[config.mk]
export PLATFORM = sky130hd
export DESIGN_NAME = sqe_corner_ser
export DESIGN_NICKNAME = d
export VERILOG_FILES = /design/src/hdl/sqe_pkg.sv /design/src/hdl/sqe_corner_ser.sv
export SDC_FILE = /design/constraint.sdc
export NUM_CORES = 1
export LEC_CHECK = 0
export BUFFER_PORTS_ARGS = -buffer_cell sky130_fd_sc_hd__buf_2
export CORE_AREA = 2 2 394 396
export DETAILED_ROUTE_END_ITERATION = 6
export DIE_AREA = 0 0 396 398
export GPL_ROUTABILITY_DRIVEN = 0
export GPL_TIMING_DRIVEN = 1
export HOLD_SLACK_MARGIN = 0.03
export PLACE_DENSITY = 0.47
export SLEW_MARGIN = 20
export SYNTH_ARGS = -nofsm -noshare
export SYNTH_HDL_FRONTEND = slang
export SYNTH_SLANG_ARGS = --single-unit
export TNS_END_PERCENT = 10
[constraint.sdc]
create_clock -name clk -period 8.3 [get_ports clk]
set_clock_uncertainty 0.15 [all_clocks]
set_input_delay 0.415 -clock clk [delete_from_list [all_inputs] [get_ports clk]]
set_output_delay 0.415 -clock clk [all_outputs]
set_load 0.005 [all_outputs]
[src/hdl/sqe_pkg.sv]
// shared types and constants of the segment to quad expander
package sqe_pkg;

  localparam int NODE_DEPTH = 4096;
  localparam int NODE_AW    = $clog2(NODE_DEPTH);
  localparam int IDX_W      = 12;
  localparam int IN_W       = 152;
  localparam int OUT_W      = 112;
  localparam int KW         = 17;
  localparam int ROOT_STEPS = KW;
  localparam int WW         = 101;

  localparam logic ACT_STORE = 1'b0;
  localparam logic ACT_EDGE  = 1'b1;

  // one lane of the bit-serial root search: largest k with k*k*sq <= t
  typedef struct packed {
    logic [WW-1:0] t;
    logic [WW-1:0] p;   // k*k*sq
    logic [WW-1:0] r;   // k*sq
    logic [KW-1:0] k;
  } lane_t;

  typedef struct packed {
    logic signed [31:0] px;
    logic signed [31:0] py;
    logic signed [31:0] qx;
    logic signed [31:0] qy;
    logic [31:0]        pz;
    logic [31:0]        qz;
    logic [7:0]         green;
    logic               negx;
    logic               negy;
    logic               zero;
  } carry_t;

  typedef struct packed {
    lane_t       lx;
    lane_t       ly;
    logic [65:0] sq;
    carry_t      c;
  } step_t;

endpackage

[src/hdl/sqe_corner_ser.sv]
// corner builder and four-transfer output serializer
module sqe_corner_ser (
  input  logic                       clk,
  input  logic                       rst,
  input  logic                       in_valid,
  input  sqe_pkg::step_t             in_data,
  output logic                       can_load,
  output logic                       m_tvalid,
  input  logic                       m_tready,
  output logic [sqe_pkg::OUT_W-1:0]  m_tdata,
  output logic                       m_tlast
);

  function automatic logic [31:0] sat32(logic signed [33:0] v);
    if (v > 34'sd2147483647)       return 32'h7fffffff;
    else if (v < -34'sd2147483648) return 32'h80000000;
    else                           return v[31:0];
  endfunction

  logic              busy;
  logic [1:0]        cnt;
  logic [31:0]       cx [4];
  logic [31:0]       cy [4];
  logic [31:0]       cz [4];
  logic [7:0]        green;
  logic              load, xfer;
  logic signed [17:0] ox, oy, mx, my;
  logic signed [33:0] ex, ey;

  assign xfer     = busy && m_tready;
  assign can_load = !busy || (m_tready && (cnt == 2'd3));
  assign load     = in_valid && can_load;

  always_comb begin
    mx = in_data.c.zero ? 18'sd0 : $signed({1'b0, in_data.lx.k});
    my = in_data.c.zero ? 18'sd0 : $signed({1'b0, in_data.ly.k});
    ox = in_data.c.negx ? -mx : mx;
    oy = in_data.c.negy ? -my : my;
    ex = 34'(ox);
    ey = 34'(oy);
  end

  always_ff @(posedge clk) begin
    if (rst) begin
      busy <= 1'b0;
      cnt  <= 2'd0;
    end else if (load) begin
      busy <= 1'b1;
      cnt  <= 2'd0;
    end else if (xfer) begin
      cnt <= cnt + 2'd1;
      if (cnt == 2'd3) begin
        busy <= 1'b0;
      end
    end
  end

  always_ff @(posedge clk) begin
    if (load) begin
      cx[0] <= sat32(34'(in_data.c.px) - ex);
      cx[1] <= sat32(34'(in_data.c.px) + ex);
      cx[2] <= sat32(34'(in_data.c.qx) - ex);
      cx[3] <= sat32(34'(in_data.c.qx) + ex);
      cy[0] <= sat32(34'(in_data.c.py) - ey);
      cy[1] <= sat32(34'(in_data.c.py) + ey);
      cy[2] <= sat32(34'(in_data.c.qy) - ey);
      cy[3] <= sat32(34'(in_data.c.qy) + ey);
      cz[0] <= in_data.c.pz;
      cz[1] <= in_data.c.pz;
      cz[2] <= in_data.c.qz;
      cz[3] <= in_data.c.qz;
      green <= in_data.c.green;
    end
  end

  assign m_tvalid = busy;
  assign m_tlast  = (cnt == 2'd3);
  assign m_tdata  = {6'd0, cnt, green, cz[cnt], cy[cnt], cx[cnt]};

endmodule

Word-level counts from Yosys, hierarchy flattened

Memories as Yosys holds them, arrays and structs flattened. A register that Yosys moved wholly into a read port is not among the register bits.
Cells that the tools add are included.
W data, S select, Z words.

Register bits: 11
Memory bits (writable): 384
Input port bits: 913
Output and inout port bits: 115
Word-level logic and storage cells: 82
Memories kept: 3

Memory list:

| memory | words | width | read ports | clocked after memory_dff | wr ports | RTL line             | text |
|---|---|---|---|---|---|---|---|
| cx     | 4     | 32    | 1          | 1                        | 4        | sqe_corner_ser.sv:22 | `logic [31:0] cx [4];` |
| cy     | 4     | 32    | 1          | 1                        | 4        | sqe_corner_ser.sv:23 | `logic [31:0] cy [4];` |
| cz     | 4     | 32    | 1          | 1                        | 4        | sqe_corner_ser.sv:24 | `logic [31:0] cz [4];` |

$add $sub $neg: 11
$lt $le $gt $ge: 16
Equality and inequality tests: 1
Multiplexer cells: 39
Reduce and logical (&&, ||, !) cells: 9

Operators with widths:

| kind                   | number |
|---|---|
| $mux W32               | 24 |
| $gt A33 B32 Y1 const B | 8 |
| $lt A33 B32 Y1 const B | 8 |
| $add A32 B18 Y33       | 4 |
| $sub A32 B18 Y33       | 4 |
| $mux W18               | 2 |
| $neg A17 Y18           | 2 |
| $mux W17               | 2 |
| $mux W2                | 6 |
| $mux W1                | 5 |
| $reduce_bool A2 Y1     | 2 |
| $logic_and A1 B1 Y1    | 3 |
| $add A2 B1 Y2 const B  | 1 |
| $eq A2 B2 Y1 const B   | 1 |
| $reduce_and A2 Y1      | 1 |
| $reduce_or A2 Y1       | 1 |
| $logic_not A1 Y1       | 1 |
| $logic_or A1 B1 Y1     | 1 |

Longest topological paths before layout

Gate-level depths: netlist of run 1.

Word-level depth: 8
Gate-level depth with buffers: 24
Gate-level depth less buffers: 20

Worst setup path after synthesis of run 1

Ideal clock, no wire load.

Path kind: flip-flop to flip-flop
Start: reg cnt[0]
End: mem cx[0][0] (enable)
Library setup time: 0.733 ns
Data arrival time: 8.284 ns
Required time: 7.417 ns
Slack: -0.867 ns
Cell stages (with the launch flop): 6
Path buffers: 0
Clock period less this slack: 9.167 ns
Cells stage by stage: dfxtp_1 > ha_1 > nand2_1 > and2_1 > inv_1 > and2_1

RTL lines:

| what                     | RTL line             | text |
|---|---|---|
| start: declaration       | sqe_corner_ser.sv:21 | `logic [1:0] cnt;` |
| start signal: assignment | sqe_corner_ser.sv:51 | `cnt <= cnt + 2'd1;` |
| end: declaration         | sqe_corner_ser.sv:22 |  |

==> run metrics, run 1 <==
post-synth top area share=around 34%; Initial DRT Pass Iterations=7; total number of vias=24,700; synthesized instance count=about 3,000; antenna violations before repair=62; WL met2=~53,000 um; #FFs+latches synth=333; Routed Wire Length=124,000 um; clock share of power=approximately 29%; Synth top cells by count=a21oi_1 (353), edfxtp_1 (328), ha_1 (289); Core Area=~0.15 mm^2; Post-Syn Area=between 0.02 and 0.03 mm^2; cell leakage power=~13 nW; Max FO, Critical Path=17; CTS HTree Levels=2; Worst R2R End=cy[0][30]$_SDFFCE_PN1P_; worst r2r path cells=7; Switch Pwr=2.57 mW; Nets=around 4,500; Final ANT Viol Nets=0; Synth Flop Type=edfxtp_1; failing checks=DRC; Worst-Skew Late Latency=just over 0.6 ns; hold path startpoint=m_tready; Data required, critical path=8.45 ns; ys async rst share=0%; Int Power=around 4.4 mW; top-count cell post-synth=a21oi_1; Final Slew Violations=0; Port Buffers=349; gr usage total=between 10% and 20%; Worst EP arrival=6.59 ns; HPWL Detailed=about 100,000 um; Vias/cell=~4.6; worst min path class=in2reg; Post-CTS Setup Inserts=0; Crit. End Element=flip-flop; CTS max path bufs=3; Max Fclk=155 MHz; number of global-route vias before repair=24,300; Startpoint Class=primary input; CTS sink cnt=roughly 330; hold_ws=around 0.095 ns; hold depth=4; Pwr Total=about 7.0 mW; Final setup violation count=0; Num CTS Buffers=44; row count=between 100 and 150; RSZ-0062 raised after global routing=no; Die Ht=about 400 um; final worst-path cycle share=between 70 and 80%; routed wl met3=approximately 9100 um; yosys warns=0; IO Count=~1,000; combinational power share=38.6%; FF-to-FF Start=cnt[0]$_SDFFE_PP0P_; pwr dens=199 mW/mm^2; Congestion Overflow GR=0; first-pass GRT wire length=174,000 um; Syn-to-layout area delta=22.1%; TritonCTS clock tree=yes; Netlist cell types=between 100 and 150; Worst Tran Pin Value=about 1.3 ns; largest net degree at the start of global routing=~120; Hold Fails Final Rpt=0; CTS Root Cell=clkbuf_16; Placed Area=~0.033 mm^2; Starting Density=18.7%; Synth Area per Inst=between 9 and 10 um^2; flop-to-flop setup slack=roughly 5 ns; share of layout cells above drive strength 1=19.4%; sequential area share after synthesis=about 35%; total die area=~0.16 mm^2; sw frac=36.8%; number of enable flip-flop cells after synthesis=roughly 330; M1 wire length=~56,000 um; critical path class=in2reg; Worst-path clk slew=about 0.060 ns; Reg power frac=roughly a third; Max Cap Violations=0; Area contributors post-synth=edfxtp_1 (34%), ha_1 (13%), a21oi_1 (6.1%), xnor2_1 (6.0%), mux4_2 (5.0%); final core utilization=roughly 23%; post-synth top area cell=edfxtp_1; DR WL/cell=around 23 um; status=finished, violations left; DIE WIDTH=396 um; setup TNS=0 ns; max layer used=met5; fin crit period=6.43 ns; Final Instance Area=0.0351 mm^2; 1st-iter DRT viols=1,823; slew margin rel.=between 10% and 20%; DRC=1; peak supply drop=between 0.0001 and 0.00015 V
[stage by stage]
step / setup WS [ns] / std cells
floorplan: 0.0448 / 2948
global placement: 1.28 / 5239
detailed placement: 1.26 / 5239
CTS: 1.86 / 5391
global route: 1.46 / 5397
finish: 1.87 / 5406
[critical path, cell delays in order]
cell and delay, ns:
buf_2 0.12, or3_1 0.38, or2_2 0.32, or3_1 0.43, nor4_1 0.27, buf_4 0.19, a21oi_1 0.14, o21ai_4 0.47
inv_1 0.44, ha_1 0.39, a221oi_1 0.33, o32ai_1 0.18, a211o_1 0.34, a21oi_2 0.26, o22ai_1 0.13, buf_4 0.17
o41ai_1 0.38, xor2_1 0.12, buf_4 0.20, nor2_2 0.36, buf_4 0.35, o21ai_0 0.17
[power by group through the flow]
stage          clock, mW  combinational [mW]  sequential, mW
6_report            1.99                2.69            2.29
3_5_place_dp           0                2.64            2.32
3_3_place_gp           0                2.64            2.32
5_1_grt             2.09                2.93            2.31
2_1_floorplan          0                1.73            2.29
4_1_cts             2.04                2.69            2.29
[layout make-up]
class / count / area (um^2)
clock inverter: 26 / 308
multi-input combinational: 2279 / 17500
tap: 2044 / 2560
antenna: 15 / 37.5
sequential: 333 / 9960
clock buffer: 52 / 1170
fill: 16700 / 118000
inverter: 177 / 664
timing repair buffer: 480 / 2930
[cell usage in the layout, fill, tap and decap left out, types with 13 or more instances in the layout]
cell type and n:
a211oi_1 27, a21o_1 49, a21oi_1 353, a31oi_1 23
buf_2 349, buf_4 56, clkbuf_16 45, diode_2 15
dlygate4sd3_1 74, edfxtp_1 328, ha_1 289, inv_1 174
maj3_1 27, mux2_2 33, mux4_2 64, nand2_1 96
nand2b_1 53, nand3_1 36, nand4_1 20, nor2_1 215
nor2b_1 39, nor3_1 59, nor4_1 30, o21a_1 26
o21ai_0 183, o21bai_1 69, o31ai_1 38, o41ai_1 15
or2_2 16, or3_1 18, or4_1 13, xnor2_1 197
xor2_1 42
[logic make-up after synthesis]
family	Yosys count	synth area share, %
adder cells (fa/ha/maj)	324	14.1
XOR/XNOR	240	7.38
AO/OA/AOI/OAI	959	21.3
multiplexers	100	6.41
other	1	0.0131
buffers and inverters	336	4.81
AND/OR/NAND/NOR	650	11.3
flip-flops	333	34.6
[metal layers]
metal / GRT usage [%] / up-vias
li1: - / 11700
met1: 20.4 / 12100
met2: 23.1 / 756
met3: 3.82 / 189
met4: 6.25 / 32
met5: 0 / -
[how the worst max path moves through the flow]
stage / cells after the start / from / end
5_1_grt: 22 / in_data[273] / cy[1][7]$_SDFFCE_PN1P_
6_report: 22 / in_data[273] / cy[1][7]$_SDFFCE_PN1P_
2_1_floorplan: 18 / in_data[273] / cy[1][26]$_SDFFCE_PN1P_
3_5_place_dp: 22 / in_data[273] / cy[1][7]$_SDFFCE_PN1P_
4_1_cts: 22 / in_data[273] / cy[1][7]$_SDFFCE_PN1P_
3_3_place_gp: 20 / in_data[0] / cx[0][11]$_SDFFCE_PN1P_
[flip-flops by register name, indices dropped and copies added (netlist names), named ones only]
name      count
cy          128
cz           64
cx          128
cnt           2
m_tvalid      1
green         8
[what timing repair did]
| item | in CTS | in global routing |
|---|---|---|
| hold buffers | 74 | 0 |
| hold endpoints to repair | 77 | 0 |
| resized for setup | 0 | 0 |
(Power assumes the default switching activity.)
==> run 2: changes to the inputs <==
--- a/config.mk
+++ b/config.mk
@@ -12,7 +12,7 @@
 export GPL_ROUTABILITY_DRIVEN = 0
 export GPL_TIMING_DRIVEN = 1
 export HOLD_SLACK_MARGIN = 0.03
-export PLACE_DENSITY = 0.47
+export PLACE_DENSITY = 0.45
 export SLEW_MARGIN = 20
 export SYNTH_ARGS = -nofsm -noshare
 export SYNTH_HDL_FRONTEND = slang
==> constraint.sdc (replaced) <==
create_clock -name clk -period 6.4 [get_ports clk]
set_clock_uncertainty 0.15 [all_clocks]
set_input_delay 0.32 -clock clk [delete_from_list [all_inputs] [get_ports clk]]
set_output_delay 0.32 -clock clk [all_outputs]
set_load 0.005 [all_outputs]
==> run 2 against run 1 <==
  * The flow now finishes without violations
  * Setup slack worse by 1.3 ns
  * Count of clock-buffer cells in the layout up 5
  * Sequential cell count unchanged
==> run metrics, run 2 (same netlist as run 1, synthesis figures left out) <==
flop-to-flop setup slack=3.72 ns (was 4.86 ns); most frequent cells in the layout=a21oi_1 (353), buf_2 (349), edfxtp_1 (328) (unchanged); total die area=0.158 mm^2 (unchanged); Int Power=5.75 mW (was 4.40 mW); clock share of power=26.5% (was 28.6%); final worst-path cycle share=90.4%; Switch Pwr=3.30 mW (was 2.57 mW); Syn-to-layout area delta=25.6% (was 22.1%); DP Cell Count=5,363 (was 5,239); fill cell count=16,600 (was 16,700); Final Slew Violations=0 (unchanged); Hold Fails Final Rpt=0 (unchanged); Worst EP arrival=6.00 ns (was 6.59 ns); Crit. End Element=flip-flop (unchanged); Data required, critical path=6.61 ns (was 8.45 ns); Worst R2R End=cy[1][29]$_SDFFCE_PN1P_ (was cy[0][30]$_SDFFCE_PN1P_); Final ANT Viol Nets=0 (unchanged); top flop regs=cx: 128 flops, cy: 128 flops, cz: 64 flops (unchanged); row count=144 (unchanged); Pwr Total=9.05 mW (was 6.97 mW); Congestion Overflow GR=0 (unchanged); IO Count=1,028 (unchanged); RSZ-0062 raised after global routing=no (unchanged); Reg power frac=32.9% (about the same); commonest non-fill, non-tap cell in the layout=a21oi_1 (unchanged); Num CTS Buffers=42 (was 44); Worst Tran Pin Value=1.00 ns (was 1.26 ns); Routed Wire Length=126,000 um (was 124,000 um); CTS HTree Levels=2 (unchanged); peak supply drop=0.000150 V (was 0.000149 V); Worst-path clk slew=0.06 ns (about the same); Max Cap Violations=0 (unchanged); FF-to-FF Start=cnt[1]$_SDFFE_PP0P_ (was cnt[0]$_SDFFE_PP0P_); hold depth=4 (unchanged); largest net degree at the start of global routing=142 (was 119); DRC=0 (was 1); Startpoint Class=primary input (unchanged); TritonCTS clock tree=yes (unchanged); cell leakage power=13.8 nW (was 13.2 nW); pwr dens=251 mW/mm^2 (was 199 mW/mm^2); DIE WIDTH=396 um (unchanged); hold_ws=0.0978 ns (was 0.0954 ns); share of layout cells above drive strength 1=22.1% (was 19.4%); CTS resizes=0 (unchanged); Nets=4,647 (was 4,525); CTS max path bufs=3 (unchanged); status=finished, final reports clean (was finished, violations left); HPWL Detailed=105,000 um (was 101,000 um); Core Area=0.153 mm^2 (unchanged); 1st-iter DRT viols=1,788 (was 1,823); hold path startpoint=m_tready (unchanged); CTS Root Cell=clkbuf_16 (unchanged); Die Ht=398 um (unchanged); sw frac=36.5% (was 36.8%); Worst-Skew Late Latency=0.59 ns (was 0.62 ns); gr usage total=15.4% (was 15.2%); worst min path class=in2reg (unchanged); Initial DRT Pass Iterations=5 (was 7); Post-Layout Cell Count=5,536 (was 5,406); DR WL/cell=22.7 um (was 22.9 um); Vias/cell=4.49 (was 4.58); Final setup violation count=0 (unchanged); number of global-route vias before repair=24,800 (was 24,300); fin crit period=~5.8 ns; total number of vias=24,800 (was 24,700); CTS sink cnt=333 (unchanged); slew margin rel.=32.4% (was 15.1%); Max Fclk=173 MHz; Port Buffers=349 (unchanged); combinational power share=40.6% (was 38.6%); worst r2r path cells=6 (was 7); setup TNS=0 ns (unchanged); Max FO, Critical Path=17 (unchanged); Starting Density=18.7% (unchanged); critical path class=in2reg (unchanged); antenna violations before repair=65 (was 62); first-pass GRT wire length=176,000 um (was 174,000 um)
==> run 2: cell types whose count changed in the layout (fill, tap and decap cells not counted), sizes merged, moves of 2 or more <==
cell,delta
clkinv,-7
clkbuf,+5
diode,+10
bufinv,-2
buf,+124
==> run 2: how the worst max path moves through the flow <==
stage | endpoint | startpoint | cells past startpoint | slack [ns]
6_report | cy[1][20]$_SDFFCE_PN1P_ | in_data[272] | 26 | 0.61
5_1_grt | cy[1][20]$_SDFFCE_PN1P_ | in_data[273] | 24 | 0.26
4_1_cts | cy[1][20]$_SDFFCE_PN1P_ | in_data[273] | 26 | 0.66
3_5_place_dp | cy[1][20]$_SDFFCE_PN1P_ | in_data[273] | 26 | 0.10
3_3_place_gp | cy[1][20]$_SDFFCE_PN1P_ | in_data[273] | 26 | 0.06
2_1_floorplan | cy[1][26]$_SDFFCE_PN1P_ | in_data[273] | 18 | -1.76
==> run 2: through the flow <==
stage	instance area (um^2)	util (%)	setup slack [ns]
2_1_floorplan	28800	-	-1.76
3_3_place_gp	33900	22.1	0.0572
3_5_place_dp	33900	22.1	0.100
4_1_cts	36000	23.5	0.660
5_1_grt	36000	23.5	0.256
6_report	36100	23.5	0.614
==> run 2: layer usage <==
layer  vias up  routed length, um  GRT usage (%)  part of all wire, %
met4        26               5990           6.84                  4.8
met5         -                164              0                 0.13
met2       756              54000           23.5                   43
met1     11900              55500           20.2                   44
li1      12000                  -              -                    -
met3       177               9970           4.37                  7.9
==> run 2: power groups by stage <==
stage	Clock (mW)	Sequential [mW]	Combinational [mW]
floorplan	0	2.97	2.25
finish	2.40	2.98	3.67
detailed placement	0	3.02	3.62
global route	2.54	3.00	4.02
global placement	0	3.02	3.63
CTS	2.46	2.98	3.69
==> run 2: area by class of cell <==
type	count	area, um^2	share of cell area (%)
tap	2044	2560	7.09
inverter	177	664	1.84
sequential	333	9960	27.6
clock inverter	17	196	0.544
clock buffer	57	1160	3.21
multi-input combinational	2279	17500	48.4
antenna	25	62.6	0.173
timing repair buffer	604	4030	11.2
==> run 2: worst max-delay path, cell delays in order <==
cell	delay [ns]
buf_2	0.18
or3_1	0.38
or2_2	0.30
or3_1	0.40
nor3_1	0.16
nor2_1	0.07
o21a_1	0.20
o41ai_1	0.39
mux2i_1	0.13
nor2_1	0.35
buf_4	0.23
ha_1	0.17
buf_4	0.12
nand2b_1	0.06
a221oi_1	0.37
nor4_1	0.08
o41ai_1	0.45
buf_4	0.19
a2111o_1	0.19
a41oi_1	0.18
nor2b_1	0.19
a2bb2oi_2	0.20
buf_12	0.15
nor2_2	0.05
buf_12	0.15
o21ai_0	0.33
==> run 2: timing repair <==
item	in CTS	in global routing
hold buffers	74	0
endpoints found under the hold margin	77	0
buffers inserted	0	0
endpoints found under the setup margin	0	0
